File: src/rtl/core/rag_pkg.sv
// ----------------------------------------------------------------------------
// rag_pkg: shared types and constants for the random access address generator
// Field widths, register indexes, generator constants, and the command and
// status groups between the controller and the datapath.
// ----------------------------------------------------------------------------
package rag_pkg;

    // configuration port
    localparam int CFG_IDX_W  = 3;
    localparam int CFG_DATA_W = 64;

    localparam logic [CFG_IDX_W-1:0] CFG_OWN_ID      = 3'd0;
    localparam logic [CFG_IDX_W-1:0] CFG_REQ_COUNT   = 3'd1;
    localparam logic [CFG_IDX_W-1:0] CFG_PAGE_TOTAL  = 3'd2;
    localparam logic [CFG_IDX_W-1:0] CFG_REMOTE_PCT  = 3'd3;
    localparam logic [CFG_IDX_W-1:0] CFG_SEED        = 3'd4;

    // field widths
    localparam int ID_W       = 6;
    localparam int CNT_W      = 7;
    localparam int PAGE_W     = 32;
    localparam int PCT_W      = 7;
    localparam int WORD_W     = 64;
    localparam int LAT_W      = 32;
    localparam int LINE_OUT_W = 12;
    localparam int BYTE_W     = 44;
    localparam int REM_W      = 32;

    // generator constants
    localparam logic [WORD_W-1:0] XS_MULT    = 64'h2545_F491_4F6C_DD1D;
    localparam logic [WORD_W-1:0] SEED_RESET = 64'h9E37_79B9_7F4A_7C15;

    localparam logic [CNT_W-1:0]  REQ_COUNT_RESET  = 7'd8;
    localparam logic [PAGE_W-1:0] PAGE_TOTAL_RESET = 32'd8388608;

    // which modulo a divider pass serves
    typedef enum logic [2:0] {
        PH_SELF,
        PH_REMOTE,
        PH_OWNER,
        PH_PER,
        PH_PAGE,
        PH_LINE
    } t_phase;

    // dividend length for one divider pass
    typedef enum logic [1:0] {
        DL_8,
        DL_32,
        DL_64
    } t_div_len;

    typedef struct packed {
        logic   load_in;
        logic   rec_upd;
        logic   xs_step;
        logic   mul_ll;
        logic   mul_lh;
        logic   mul_hl;
        logic   div_start;
        logic   post;
        logic   first_mul;
        logic   fin;
        logic   publish;
        t_phase phase;
    } t_dp_cmd;

    typedef struct packed {
        logic div_done;
        logic div_skip;
        logic remote_hit;
        logic out_busy;
    } t_dp_stat;

endpackage

File: src/rtl/core/rag_div.sv
// ----------------------------------------------------------------------------
// rag_div: shared radix-2 restoring divider
// One quotient bit per cycle; 8, 32 or 64 steps by dividend length.
// ----------------------------------------------------------------------------
module rag_div import rag_pkg::*; (
    input  logic              i_clk,
    input  logic              i_rst_n,
    input  logic              i_start,
    input  t_div_len          i_len,
    input  logic [WORD_W-1:0] i_dividend,
    input  logic [REM_W-1:0]  i_divisor,
    output logic              o_done,
    output logic [WORD_W-1:0] o_quot,
    output logic [REM_W-1:0]  o_rem
);

    localparam int STEP_W = $clog2(WORD_W + 1);

    logic [WORD_W-1:0] r_num;
    logic [REM_W-1:0]  r_rem;
    logic [REM_W-1:0]  r_div;
    logic [STEP_W-1:0] r_left;
    logic              r_done;

    logic [WORD_W-1:0] load_num;
    logic [STEP_W-1:0] load_left;
    logic [REM_W:0]    trial;
    logic [REM_W:0]    diff;
    logic              ge;

    always_comb begin
        unique case (i_len)
            DL_8: begin
                load_num  = i_dividend << (WORD_W - 8);
                load_left = STEP_W'(8);
            end
            DL_32: begin
                load_num  = i_dividend << (WORD_W - 32);
                load_left = STEP_W'(32);
            end
            default: begin
                load_num  = i_dividend;
                load_left = STEP_W'(WORD_W);
            end
        endcase
    end

    assign trial = {r_rem, r_num[WORD_W-1]};
    assign ge    = (trial >= {1'b0, r_div});
    assign diff  = trial - {1'b0, r_div};

    always_ff @(posedge i_clk) begin
        if (!i_rst_n) begin
            r_left <= '0;
            r_done <= 1'b0;
        end else if (i_start) begin
            r_left <= load_left;
            r_done <= 1'b0;
        end else if (r_left != '0) begin
            r_left <= r_left - STEP_W'(1);
            r_done <= (r_left == STEP_W'(1));
        end else begin
            r_done <= 1'b0;
        end
    end

    always_ff @(posedge i_clk) begin
        if (i_start) begin
            r_num <= load_num;
            r_rem <= '0;
            r_div <= i_divisor;
        end else if (r_left != '0) begin
            r_num <= {r_num[WORD_W-2:0], ge};
            r_rem <= ge ? diff[REM_W-1:0] : trial[REM_W-1:0];
        end
    end

    assign o_done = r_done;
    assign o_quot = r_num;
    assign o_rem  = r_rem;

`ifndef SYNTH
    // remainder is always reduced below the divisor
    a_rem_reduced: assert property (@(posedge i_clk) disable iff (!i_rst_n)
        o_done |-> (o_rem < r_div))
        else $error("divider remainder not below divisor");
`endif

endmodule

File: src/rtl/core/rag_dp.sv
// ----------------------------------------------------------------------------
// rag_dp: datapath of the random access address generator
// Config registers, xorshift64* source with a shared 32x32 multiplier,
// region arithmetic, latency accumulators and the output register.
// ----------------------------------------------------------------------------
module rag_dp import rag_pkg::*; #(
    parameter int MAX_REQUESTERS = 64,
    parameter int PAGE_BYTES     = 4096,
    parameter int LINE_BYTES     = 64
) (
    input  logic                  i_clk,
    input  logic                  i_rst_n,
    input  t_dp_cmd               i_cmd,
    output t_dp_stat              o_stat,
    input  logic                  i_cfg_we,
    input  logic [CFG_IDX_W-1:0]  i_cfg_addr,
    input  logic [CFG_DATA_W-1:0] i_cfg_wdata,
    input  logic                  i_operation,
    input  logic [LAT_W-1:0]      i_latency,
    input  logic                  i_out_ready,
    output logic                  o_out_valid,
    output logic                  o_is_remote,
    output logic [ID_W-1:0]       o_owner_id,
    output logic [PAGE_W-1:0]     o_page_number,
    output logic [LINE_OUT_W-1:0] o_line_offset,
    output logic [BYTE_W-1:0]     o_byte_offset,
    output logic [WORD_W-1:0]     o_latency_sum,
    output logic [WORD_W-1:0]     o_sample_count
);

    localparam int LINES      = PAGE_BYTES / LINE_BYTES;
    localparam bit NO_LINES   = (LINES == 0);
    localparam bit LINES_POW2 = (LINES > 0) && ((LINES & (LINES - 1)) == 0);
    localparam int LINE_W     = $clog2(PAGE_BYTES);
    localparam int CNT_MAX    = (1 << CNT_W) - 1;
    localparam int N_CAP      = (MAX_REQUESTERS < CNT_MAX) ? MAX_REQUESTERS : CNT_MAX;
    localparam logic [CNT_W-1:0] N_CAP_V = CNT_W'(N_CAP);

    // mod 100 = mod 4 and mod 25; 1024 is -1 mod 25
    localparam logic [12:0] FOLD_BIAS = 13'd3075;   // 123 * 25, keeps the fold positive
    localparam logic [23:0] M25_MAGIC = 24'd5243;   // ceil(2^17 / 25)

    // configuration
    logic [ID_W-1:0]   r_own_id;
    logic [CNT_W-1:0]  r_req_cnt;
    logic [PAGE_W-1:0] r_page_total;
    logic [PCT_W-1:0]  r_remote_pct;

    // working state
    logic [WORD_W-1:0] r_rand;
    logic [WORD_W-1:0] r_acc;
    logic [WORD_W-1:0] r_sum;
    logic [WORD_W-1:0] r_count;
    logic [LAT_W-1:0]  r_lat;
    logic              r_op;
    logic              r_remote;
    logic [CNT_W-1:0]  r_self;
    logic [CNT_W-1:0]  r_owner;
    logic [PAGE_W-1:0] r_per;
    logic [PAGE_W-1:0] r_first;
    logic [PAGE_W-1:0] r_page;
    logic [LINE_W-1:0] r_line;
    logic [BYTE_W-1:0] r_byte;
    logic              r_out_valid;
    logic [10:0]       r_fold;

    logic [CNT_W-1:0]  n_eff;
    logic [PAGE_W-1:0] pages;
    logic              gate;
    logic [WORD_W-1:0] xs1;
    logic [WORD_W-1:0] xs2;
    logic [WORD_W-1:0] xs3;
    logic [31:0]       mul_a;
    logic [31:0]       mul_b;
    logic [WORD_W-1:0] prod;
    logic [CNT_W:0]    owner_sum;
    logic [CNT_W-1:0]  owner_next;
    logic [WORD_W-1:0] byte_full;
    logic [WORD_W-1:0] line_ext;
    logic [WORD_W-1:0] line_idx;

    logic [12:0]       fold_pos;
    logic [12:0]       fold_neg;
    logic [12:0]       fold_t;
    logic [10:0]       n_fold;
    logic [23:0]       m25_prod;
    logic [5:0]        m25_q;
    logic [4:0]        m25_rem;
    logic [1:0]        m100_k;
    logic [PCT_W-1:0]  rem100;

    t_div_len          div_len;
    logic [WORD_W-1:0] div_dividend;
    logic [REM_W-1:0]  div_divisor;
    logic              div_done;
    logic [WORD_W-1:0] div_quot;
    logic [REM_W-1:0]  div_rem;

    // effective requester count: zero acts as one, clamp to the cap
    always_comb begin
        if (r_req_cnt == '0) begin
            n_eff = CNT_W'(1);
        end else if (r_req_cnt > N_CAP_V) begin
            n_eff = N_CAP_V;
        end else begin
            n_eff = r_req_cnt;
        end
    end

    // last region takes the remainder
    assign pages = (r_owner == n_eff - CNT_W'(1)) ? (r_page_total - r_first) : r_per;
    assign gate  = (r_remote_pct != '0) && (n_eff > CNT_W'(1));

    // xorshift step
    assign xs1 = r_rand ^ (r_rand >> 12);
    assign xs2 = xs1 ^ (xs1 << 25);
    assign xs3 = xs2 ^ (xs2 >> 27);

    // one 32x32 product per cycle, low 64 bits of state * XS_MULT
    assign mul_a = i_cmd.mul_hl ? r_rand[63:32] : r_rand[31:0];
    assign mul_b = i_cmd.mul_lh ? XS_MULT[63:32] : XS_MULT[31:0];
    assign prod  = WORD_W'(mul_a) * WORD_W'(mul_b);

    // locality draw mod 100, two stages; the draw in r_acc holds meanwhile
    // stage 1: alternating sum of 10-bit chunks, then one more fold
    assign fold_pos = 13'(r_acc[9:0]) + 13'(r_acc[29:20]) + 13'(r_acc[49:40])
                    + 13'(r_acc[63:60]);
    assign fold_neg = 13'(r_acc[19:10]) + 13'(r_acc[39:30]) + 13'(r_acc[59:50]);
    assign fold_t   = fold_pos + FOLD_BIAS - fold_neg;
    assign n_fold   = 11'(fold_t[9:0]) + 11'd25 - 11'(fold_t[12:10]);

    always_ff @(posedge i_clk) begin
        r_fold <= n_fold;
    end

    // stage 2: exact mod 25 by reciprocal, then join with the low two bits
    assign m25_prod = 24'(r_fold) * M25_MAGIC;
    assign m25_q    = m25_prod[22:17];
    assign m25_rem  = 5'(r_fold - 11'(m25_q) * 11'd25);
    assign m100_k   = r_acc[1:0] - m25_rem[1:0];
    assign rem100   = PCT_W'(m25_rem) + PCT_W'(m100_k) * PCT_W'(25);

    // owner = (self + 1 + d) mod n, sum stays below 2n
    always_comb begin
        owner_sum = {1'b0, r_self} + {1'b0, div_rem[CNT_W-1:0]} + (CNT_W+1)'(1);
        if (owner_sum >= {1'b0, n_eff}) begin
            owner_next = CNT_W'(owner_sum - {1'b0, n_eff});
        end else begin
            owner_next = owner_sum[CNT_W-1:0];
        end
    end

    assign byte_full = WORD_W'(r_page) * WORD_W'(PAGE_BYTES) + WORD_W'(r_line);
    assign line_ext  = WORD_W'(r_line);
    assign line_idx  = r_acc & WORD_W'(LINES - 1);

    // divider operands
    always_comb begin
        unique case (i_cmd.phase)
            PH_SELF: begin
                div_dividend = WORD_W'(r_own_id);
                div_divisor  = REM_W'(n_eff);
                div_len      = DL_8;
            end
            PH_OWNER: begin
                div_dividend = r_acc;
                div_divisor  = REM_W'(n_eff - CNT_W'(1));
                div_len      = DL_64;
            end
            PH_PER: begin
                div_dividend = WORD_W'(r_page_total);
                div_divisor  = REM_W'(n_eff);
                div_len      = DL_32;
            end
            PH_PAGE: begin
                div_dividend = r_acc;
                div_divisor  = pages;
                div_len      = DL_64;
            end
            PH_LINE: begin
                div_dividend = r_acc;
                div_divisor  = REM_W'(LINES);
                div_len      = DL_64;
            end
            default: begin
                div_dividend = r_acc;
                div_divisor  = REM_W'(n_eff);
                div_len      = DL_64;
            end
        endcase
    end

    rag_div u_div (
        .i_clk      (i_clk),
        .i_rst_n    (i_rst_n),
        .i_start    (i_cmd.div_start),
        .i_len      (div_len),
        .i_dividend (div_dividend),
        .i_divisor  (div_divisor),
        .o_done     (div_done),
        .o_quot     (div_quot),
        .o_rem      (div_rem)
    );

    // status back to the controller
    always_comb begin
        o_stat.div_done   = div_done;
        o_stat.remote_hit = gate && (rem100 < r_remote_pct);
        o_stat.out_busy   = r_out_valid && !i_out_ready;
        unique case (i_cmd.phase)
            PH_REMOTE: o_stat.div_skip = 1'b1;
            PH_PAGE:   o_stat.div_skip = (pages == '0);
            PH_LINE:   o_stat.div_skip = NO_LINES || LINES_POW2;
            default:   o_stat.div_skip = 1'b0;
        endcase
    end

    // config, random state, accumulators
    always_ff @(posedge i_clk) begin
        if (!i_rst_n) begin
            r_own_id     <= '0;
            r_req_cnt    <= REQ_COUNT_RESET;
            r_page_total <= PAGE_TOTAL_RESET;
            r_remote_pct <= '0;
            r_rand       <= SEED_RESET;
            r_sum        <= '0;
            r_count      <= '0;
        end else begin
            if (i_cfg_we) begin
                unique case (i_cfg_addr)
                    CFG_OWN_ID:     r_own_id     <= i_cfg_wdata[ID_W-1:0];
                    CFG_REQ_COUNT:  r_req_cnt    <= i_cfg_wdata[CNT_W-1:0];
                    CFG_PAGE_TOTAL: r_page_total <= i_cfg_wdata[PAGE_W-1:0];
                    CFG_REMOTE_PCT: r_remote_pct <= i_cfg_wdata[PCT_W-1:0];
                    CFG_SEED:       r_rand       <= i_cfg_wdata;
                    default: ;
                endcase
            end else if (i_cmd.xs_step) begin
                r_rand <= xs3;
            end
            if (i_cmd.rec_upd) begin
                r_sum   <= r_sum + WORD_W'(r_lat);
                r_count <= r_count + WORD_W'(1);
            end
        end
    end

    // per-item working registers
    always_ff @(posedge i_clk) begin
        if (i_cmd.load_in) begin
            r_op     <= i_operation;
            r_lat    <= i_latency;
            r_remote <= 1'b0;
            r_owner  <= '0;
            r_page   <= '0;
            r_line   <= '0;
            r_byte   <= '0;
        end
        if (i_cmd.mul_ll) begin
            r_acc <= prod;
        end else if (i_cmd.mul_lh || i_cmd.mul_hl) begin
            r_acc <= r_acc + {prod[31:0], 32'b0};
        end
        if (i_cmd.post) begin
            unique case (i_cmd.phase)
                PH_SELF: begin
                    r_self  <= div_rem[CNT_W-1:0];
                    r_owner <= div_rem[CNT_W-1:0];
                end
                PH_OWNER: begin
                    r_owner  <= owner_next;
                    r_remote <= 1'b1;
                end
                PH_PER:  r_per <= div_quot[PAGE_W-1:0];
                PH_PAGE: begin
                    if (pages == '0) begin
                        r_page <= r_first;
                    end else begin
                        r_page <= r_first + div_rem[PAGE_W-1:0];
                    end
                end
                PH_LINE: begin
                    if (NO_LINES) begin
                        r_line <= '0;
                    end else if (LINES_POW2) begin
                        r_line <= LINE_W'(line_idx * WORD_W'(LINE_BYTES));
                    end else begin
                        r_line <= LINE_W'(div_rem * REM_W'(LINE_BYTES));
                    end
                end
                default: ;
            endcase
        end
        if (i_cmd.first_mul) begin
            r_first <= PAGE_W'(r_per * PAGE_W'(r_owner));
        end
        if (i_cmd.fin) begin
            r_byte <= byte_full[BYTE_W-1:0];
        end
    end

    // output register
    always_ff @(posedge i_clk) begin
        if (!i_rst_n) begin
            r_out_valid <= 1'b0;
        end else if (i_cmd.publish) begin
            r_out_valid <= 1'b1;
        end else if (i_out_ready) begin
            r_out_valid <= 1'b0;
        end
    end

    always_ff @(posedge i_clk) begin
        if (i_cmd.publish) begin
            o_is_remote    <= r_remote && !r_op;
            o_owner_id     <= r_owner[ID_W-1:0];
            o_page_number  <= r_page;
            o_line_offset  <= line_ext[LINE_OUT_W-1:0];
            o_byte_offset  <= r_byte;
            o_latency_sum  <= r_sum;
            o_sample_count <= r_count;
        end
    end

    assign o_out_valid = r_out_valid;

`ifndef SYNTH
    // remote owner lands in range and never on this requester
    a_owner_remote: assert property (@(posedge i_clk) disable iff (!i_rst_n)
        (i_cmd.post && i_cmd.phase == PH_OWNER) |=>
            (r_owner < n_eff) && (r_owner != r_self))
        else $error("remote owner out of range or equal to self");

    // chosen page stays inside the page space
    a_page_range: assert property (@(posedge i_clk) disable iff (!i_rst_n)
        (i_cmd.post && i_cmd.phase == PH_PAGE) |=>
            (r_page < r_page_total) || (r_page_total == '0))
        else $error("page number beyond page total");
`endif

endmodule

File: src/rtl/core/rag_ctrl.sv
// ----------------------------------------------------------------------------
// rag_ctrl: sequencer of the random access address generator
// Steps one item through a latency record, or through draws and divider passes, to the result publish.
// ----------------------------------------------------------------------------
module rag_ctrl import rag_pkg::*; (
    input  logic     i_clk,
    input  logic     i_rst_n,
    input  logic     i_in_valid,
    input  logic     i_operation,
    output logic     o_in_ready,
    output t_dp_cmd  o_cmd,
    input  t_dp_stat i_stat
);

    typedef enum logic [11:0] {
        S_IDLE     = 12'b0000_0000_0001,
        S_REC      = 12'b0000_0000_0010,
        S_XS       = 12'b0000_0000_0100,
        S_M0       = 12'b0000_0000_1000,
        S_M1       = 12'b0000_0001_0000,
        S_M2       = 12'b0000_0010_0000,
        S_DIV_GO   = 12'b0000_0100_0000,
        S_DIV_WAIT = 12'b0000_1000_0000,
        S_POST     = 12'b0001_0000_0000,
        S_FIRST    = 12'b0010_0000_0000,
        S_FIN      = 12'b0100_0000_0000,
        S_PUB      = 12'b1000_0000_0000
    } t_state;

    t_state r_st;
    t_state n_st;
    t_phase r_phase;
    t_phase n_phase;

    always_comb begin
        n_st       = r_st;
        n_phase    = r_phase;
        o_in_ready = 1'b0;
        o_cmd      = '0;
        o_cmd.phase = r_phase;

        unique case (r_st)
            S_IDLE: begin
                o_in_ready = 1'b1;
                if (i_in_valid) begin
                    o_cmd.load_in = 1'b1;
                    if (i_operation) begin
                        n_st = S_REC;
                    end else begin
                        n_st    = S_DIV_GO;
                        n_phase = PH_SELF;
                    end
                end
            end
            S_REC: begin
                o_cmd.rec_upd = 1'b1;
                n_st          = S_PUB;
            end
            S_XS: begin
                o_cmd.xs_step = 1'b1;
                n_st          = S_M0;
            end
            S_M0: begin
                o_cmd.mul_ll = 1'b1;
                n_st         = S_M1;
            end
            S_M1: begin
                o_cmd.mul_lh = 1'b1;
                n_st         = S_M2;
            end
            S_M2: begin
                o_cmd.mul_hl = 1'b1;
                n_st         = S_DIV_GO;
            end
            S_DIV_GO: begin
                if (i_stat.div_skip) begin
                    n_st = S_POST;
                end else begin
                    o_cmd.div_start = 1'b1;
                    n_st            = S_DIV_WAIT;
                end
            end
            S_DIV_WAIT: begin
                if (i_stat.div_done) begin
                    n_st = S_POST;
                end
            end
            S_POST: begin
                o_cmd.post = 1'b1;
                unique case (r_phase)
                    PH_SELF: begin
                        n_phase = PH_REMOTE;
                        n_st    = S_XS;
                    end
                    PH_REMOTE: begin
                        if (i_stat.remote_hit) begin
                            n_phase = PH_OWNER;
                            n_st    = S_XS;
                        end else begin
                            n_phase = PH_PER;
                            n_st    = S_DIV_GO;
                        end
                    end
                    PH_OWNER: begin
                        n_phase = PH_PER;
                        n_st    = S_DIV_GO;
                    end
                    PH_PER: begin
                        n_phase = PH_PAGE;
                        n_st    = S_FIRST;
                    end
                    PH_PAGE: begin
                        n_phase = PH_LINE;
                        n_st    = S_XS;
                    end
                    PH_LINE: n_st = S_FIN;
                    default: n_st = S_IDLE;
                endcase
            end
            S_FIRST: begin
                o_cmd.first_mul = 1'b1;
                n_st            = S_XS;
            end
            S_FIN: begin
                o_cmd.fin = 1'b1;
                n_st      = S_PUB;
            end
            S_PUB: begin
                if (!i_stat.out_busy) begin
                    o_cmd.publish = 1'b1;
                    n_st          = S_IDLE;
                end
            end
            default: n_st = S_IDLE;
        endcase
    end

    always_ff @(posedge i_clk) begin
        if (!i_rst_n) begin
            r_st    <= S_IDLE;
            r_phase <= PH_SELF;
        end else begin
            r_st    <= n_st;
            r_phase <= n_phase;
        end
    end

`ifndef SYNTH
    // an accepted item starts either the record path or the self-index pass
    a_dispatch: assert property (@(posedge i_clk) disable iff (!i_rst_n)
        o_cmd.load_in |=> (r_st == S_REC) || ((r_st == S_DIV_GO) && (r_phase == PH_SELF)))
        else $error("accepted item took a wrong first step");
`endif

endmodule

File: src/rtl/core/random_access_address_generator.sv
// ----------------------------------------------------------------------------
// random_access_address_generator: xorshift64* memory traffic generator
// Top level; sequencer plus datapath with a shared divider.
// ----------------------------------------------------------------------------
// Usage:
//   Input channel (i_in_valid / o_in_ready) carries one item per transfer:
//   i_operation = 0 asks for the next access address, 1 records i_latency.
//   Every item yields exactly one result transfer on the output channel
//   (o_out_valid / i_out_ready).
//   Record items: a record state adds the latency to the sum and counts it,
//   then the publish state follows. Generate items run the radix-2
//   divider, one quotient bit per cycle, for own id mod count (8 steps),
//   pages per region (32), page pick and remote owner pick (64 each), and
//   line pick unless the line count is zero or a power of two; page pick
//   is skipped when the owner's region is empty. Each draw steps the
//   xorshift state, then forms the product in the shared 32x32 multiplier.
//   One item is in work at a time; ready returns the cycle after publish.
//   The result sits in an output register, so a new item is taken while
//   the previous result still waits; if the receiver stalls, the next
//   finished item holds in the sequencer until the register frees up.
//   Config is a plain write port (i_cfg_we, i_cfg_addr, i_cfg_wdata), to
//   be used only while idle; writing the seed also reloads the source.
//   Synchronous active-low reset restores register defaults, loads the
//   seed constant and clears the latency sum and sample count.
// ----------------------------------------------------------------------------
module random_access_address_generator import rag_pkg::*; #(
    parameter int MAX_REQUESTERS = 64,
    parameter int PAGE_BYTES     = 4096,
    parameter int LINE_BYTES     = 64
) (
    input  logic                  i_clk,
    input  logic                  i_rst_n,
    // configuration write port
    input  logic                  i_cfg_we,
    input  logic [CFG_IDX_W-1:0]  i_cfg_addr,
    input  logic [CFG_DATA_W-1:0] i_cfg_wdata,
    // input channel
    input  logic                  i_in_valid,
    output logic                  o_in_ready,
    input  logic                  i_operation,
    input  logic [LAT_W-1:0]      i_latency,
    // output channel
    output logic                  o_out_valid,
    input  logic                  i_out_ready,
    output logic                  o_is_remote,
    output logic [ID_W-1:0]       o_owner_id,
    output logic [PAGE_W-1:0]     o_page_number,
    output logic [LINE_OUT_W-1:0] o_line_offset,
    output logic [BYTE_W-1:0]     o_byte_offset,
    output logic [WORD_W-1:0]     o_latency_sum,
    output logic [WORD_W-1:0]     o_sample_count
);

    t_dp_cmd  cmd;
    t_dp_stat stat;

    // sequencer: dispatch, draw steps, divider passes, publish
    rag_ctrl u_ctrl (
        .i_clk       (i_clk),
        .i_rst_n     (i_rst_n),
        .i_in_valid  (i_in_valid),
        .i_operation (i_operation),
        .o_in_ready  (o_in_ready),
        .o_cmd       (cmd),
        .i_stat      (stat)
    );

    // datapath: config, random source, region math, accumulators, output reg
    rag_dp #(
        .MAX_REQUESTERS (MAX_REQUESTERS),
        .PAGE_BYTES     (PAGE_BYTES),
        .LINE_BYTES     (LINE_BYTES)
    ) u_dp (
        .i_clk          (i_clk),
        .i_rst_n        (i_rst_n),
        .i_cmd          (cmd),
        .o_stat         (stat),
        .i_cfg_we       (i_cfg_we),
        .i_cfg_addr     (i_cfg_addr),
        .i_cfg_wdata    (i_cfg_wdata),
        .i_operation    (i_operation),
        .i_latency      (i_latency),
        .i_out_ready    (i_out_ready),
        .o_out_valid    (o_out_valid),
        .o_is_remote    (o_is_remote),
        .o_owner_id     (o_owner_id),
        .o_page_number  (o_page_number),
        .o_line_offset  (o_line_offset),
        .o_byte_offset  (o_byte_offset),
        .o_latency_sum  (o_latency_sum),
        .o_sample_count (o_sample_count)
    );

endmodule
File: config.mk
export PLATFORM = sky130hd
export DESIGN_NAME = random_access_address_generator
export DESIGN_NICKNAME = d
export VERILOG_FILES = /design/src/rtl/core/rag_pkg.sv /design/src/rtl/core/rag_div.sv /design/src/rtl/core/rag_dp.sv /design/src/rtl/core/rag_ctrl.sv /design/src/rtl/core/random_access_address_generator.sv
export SDC_FILE = /design/constraint.sdc
export NUM_CORES = 2
export LEC_CHECK = 0
export BUFFER_PORTS_ARGS = -buffer_cell sky130_fd_sc_hd__buf_2
export CAP_MARGIN = 30
export CORE_MARGIN = 5
export CORE_UTILIZATION = 33
export DETAILED_ROUTE_END_ITERATION = 6
export GPL_TIMING_DRIVEN = 0
export PLACE_DENSITY = 0.57
export SETUP_SLACK_MARGIN = 0.4
export SLEW_MARGIN = 20
export SYNTH_ARGS = -nofsm -noshare
export SYNTH_HDL_FRONTEND = slang
export SYNTH_SLANG_ARGS = --single-unit
File: constraint.sdc
create_clock -name i_clk -period 34.8 [get_ports i_clk]
set_clock_uncertainty 0.05 [all_clocks]
set_input_delay 5.22 -clock i_clk [delete_from_list [all_inputs] [get_ports i_clk]]
set_output_delay 5.22 -clock i_clk [all_outputs]
set_load 0.005 [all_outputs]
==> results.txt <==
The routability congestion estimate from global placement came out at slightly below 1. The post-synthesis adder-cell area fraction came out at 33.0%. The via density per instance is 5.05. The final count of hold timing violations came out at 0. The worst relative slew slack is 26.1%. The maximum number of pins on one net before global-route repair came out at 57. The primary flip-flop cell chosen by synthesis mapping is edfxtp_1. The flow ran to the end, and the final reports show no timing, DRC or antenna violations. The residual DRC count is 0. The global-route wire length before repair is 373000 µm. The remaining antenna violation count is 0. The clock tree root driver cell is clkbuf_16. Sequential elements use 30.0% of the synthesized area.

The detailed-route wire length came out at 248000 µm. Counting flops with a built-in enable in the synthesized netlist gives roughly 530. The number of warnings issued by yosys is 0. The instance count of the mapped netlist came out at 7786. The floorplan die area is ~240000 µm². The number of placement rows is approximately 180. The post-detailed-placement half-perimeter wirelength came out at 206000 µm. The worst register-to-register path ends at u_dp.r_acc[63]. STA classifies the critical path endpoint as a flop. The post-route minimum period came out at 12950 ps. The worst setup path is of the flop to flop kind. The horizontal die dimension is 494 µm. The number of cell instances on the worst register-to-register path came out at 40. Data on the critical path is required at its endpoint by 35200 ps. The clock insertion delay at the later pin of the skew report is about 730 ps. Summing the areas of all and, or, nand and nor instances in the mapped netlist gives 11.2% of the synthesized area. The synthesized netlist devotes between 10% and 20% of its cell area to compound gates. The post-CTS setup buffer count came out at 0. The number of storage elements in the synthesis netlist is 894. The worst hold path terminates at u_dp.o_byte_offset[14]. The number of ports placed on the die boundary came out at 330.

The combined global-route utilization of all metal layers is 20.0%. Input and output buffers added on the ports amount to 327. In the final routed layout, each cell accounts on average for between 20 and 25 µm. After the last flow step, the layout net total stands at 9969. Setup repair after global routing left no endpoint under its margin. The number of buffers inserted for hold repair after clock tree synthesis came out at 0. The library cell used most frequently in the layout, excluding fill and tap cells, is inv_1. The maximum operating frequency is 77.2 MHz.

The TritonCTS buffer count is 94. The dominant combinational cell family by area after synthesis is adder cells. The worst-path cell with the longest stage delay is a2111oi_1. The number of distinct library cells after synthesis came out at 86. After clock tree synthesis, the clock-pin slew on the worst setup and hold paths is 70 ps. Adding up every negative setup slack in the final design gives 0 ps. Multiplexer cells account for 2.46% of the synthesized area. The tightest min-delay check is of the flop to flop type. The number of max-slew violations in the final report came to 0. The worst-case clock buffer depth is 3. TritonCTS built the clock tree.

The arrival time of data at the critical path endpoint is 13350 ps. The area growth from synthesis to layout is 12.7%. The startpoint of the tightest hold check path is u_dp.r_byte[14]. The number of global-route vias before repair came out at 59453. From bottom edge to top edge, the die measures 494 µm. By instance count, the cell type seen most on the critical path is inv_1.

Detailed routing inserted a total of approximately 58000 vias. The overall overflow remaining after global route came out at 0. The startpoint type of the worst setup path is a flop. The TritonCTS sink count is 894. The post-synthesis instance area came out at 77400 µm². The initial standard-cell utilization of the core is 33.2%.

In this run the register-to-register setup slack is 21850 ps. The fraction of final layout cells with drive strength greater than 1 came out at about 8%. In the layout the commonest cells are 1223 x inv_1, 787 x fa_1, 783 x ha_1, 678 x nand2_1, 531 x edfxtp_1.

The initial detailed-routing violation count is 4550. The initial antenna violation count is 5. In the synthesized netlist the async set-or-reset flop fraction comes to 0%. The H-tree generated during clock tree synthesis spans 3 levels. After synthesis, the mean cell area works out to 9.95 µm². The total iterations of the first detailed-routing run came out at 6.

The maximum fanout along the worst path came out at 10. The worst-margin pin slew is 1090 ps. The area share of xor/xnor cells in the synthesized design is 5.76%. The worst hold path was traced through 0 stages. The final worst-path cycle share came out at 37.2%. After clock tree synthesis, the repair step resized 0 gates. The maximum cell stage delay along the critical path came out at 920 ps. Setup violations remaining at the end of the flow were counted as 0. The reported max-cap violation count is 0. The startpoint identified for the worst register-to-register timing path is u_ctrl.r_st[0].

In this run the standard cell core region covers 233000 µm².
how the worst max path moves through the flow:
stage                              start                    end  slack, ps  cells past startpoint
final                     u_ctrl.r_st[0]         u_dp.r_acc[63]      21850                     40
after global routing      u_ctrl.r_st[0]         u_dp.r_acc[63]      21400                     40
after CTS                 u_ctrl.r_st[0]         u_dp.r_acc[63]      21890                     40
after detailed placement  u_ctrl.r_st[0]         u_dp.r_acc[63]      21940                     40
after global placement       i_out_ready     u_dp.o_owner_id[0]      14010                      3
after floorplan              i_out_ready  u_dp.o_byte_offset[0]      18780                      2
cells by family after synthesis:
| group | Yosys count |
|---|---|
| xor gates and xnor gates | 508 |
| other | 2 |
| and+or+nand+nor | 1884 |
| DFF | 894 |
| AOI/OAI and AO/OA | 1247 |
| muxes | 185 |
| buffers and inverters | 1496 |
| adders and majority gates | 1570 |
stage by stage:
stage | cell area [µm²] | util (%) | instances | hold WS, ps | setup WS [ps]
2_1_floorplan | 77600 | - | 7818 | 350 | 18780
3_3_place_gp | 83100 | 35.7 | 11277 | 352 | 14010
3_5_place_dp | 83800 | 36.0 | 11318 | 355 | 21940
4_1_cts | 87100 | 37.4 | 11496 | 358 | 21890
5_1_grt | 87200 | 37.4 | 11508 | 372 | 21400
6_report | 87300 | 37.5 | 11511 | 363 | 21850
per-layer routing:
metal  wire (µm)  track usage, %  vias to the layer above
li1            -               -                    26871
met3       16300            2.94                      398
met2      116000            33.4                     1921
met4        9470            6.97                        0
met5           0               0                        -
met1      106000            26.5                    28886
layout make-up:
| class | count | area (µm²) |
|---|---|---|
| Multi-Input combinational cell | 5428 | 48800 |
| Clock inverter | 57 | 649 |
| Timing Repair Buffer | 380 | 2330 |
| Fill cell | 23255 | 146000 |
| Tap cell | 3132 | 3920 |
| Antenna cell | 3 | 7.51 |
| Buffer | 267 | 1040 |
| Sequential cell | 894 | 23200 |
| Clock buffer | 121 | 2650 |
| Inverter | 1229 | 4610 |
synthesized netlist by cell type, types with 10 or more instances:
master | count | area share (%)
clkbuf_1 | 237 | 1.1
and4_1 | 15 | 0.17
buf_1 | 14 | 0.068
o211ai_1 | 40 | 0.39
nand2_1 | 679 | 3.3
o21bai_1 | 45 | 0.44
or4_1 | 15 | 0.15
o21a_1 | 54 | 0.52
a21boi_0 | 21 | 0.20
nor2b_1 | 44 | 0.36
a211oi_1 | 83 | 0.80
nor4_1 | 20 | 0.16
o21ai_0 | 242 | 1.6
nor3b_1 | 10 | 0.097
nand2b_1 | 36 | 0.29
dfxtp_1 | 363 | 9.4
nor3_1 | 109 | 0.70
and2_1 | 164 | 1.3
or2_2 | 18 | 0.15
mux2i_1 | 145 | 1.9
a22oi_1 | 13 | 0.13
edfxtp_1 | 531 | 21
buf_2 | 11 | 0.071
xor2_1 | 193 | 2.2
ha_1 | 783 | 13
o31ai_1 | 23 | 0.22
or3_1 | 27 | 0.22
a21o_1 | 141 | 1.4
and3_1 | 56 | 0.45
inv_1 | 1225 | 5.9
xnor2_1 | 314 | 3.6
o22ai_1 | 26 | 0.21
nor2_1 | 510 | 2.5
a21oi_1 | 378 | 2.4
nand3_1 | 99 | 0.64
nand3b_1 | 15 | 0.15
fa_1 | 787 | 20
mux2_2 | 40 | 0.58
a31oi_1 | 55 | 0.44
a22o_1 | 24 | 0.27
nand4_1 | 46 | 0.37
sequential cells by signal, indices dropped and copies added (netlist names), 44 cells and up:
name and count:
u_dp.o_sample_count 64, u_dp.r_rand 64, u_dp.r_acc 64, u_dp.u_div.o_quot 64
u_dp.r_count 64, u_dp.r_sum 64, u_dp.r_byte 44, u_dp.o_latency_sum 64
u_dp.o_byte_offset 44
worst max-delay path: cells and delay by family (launching register included):
family,cells,cell delay [ps]
buf+inv,11,1830
flops,1,360
simple gates,9,2340
mux,1,820
compound gates,7,2140
fa+ha+maj,10,4660
xor+xnor,2,410
Power is left out: the tool's default activity adds up to more than one toggle a clock period on the data nets, which glitch-free logic cannot reach.
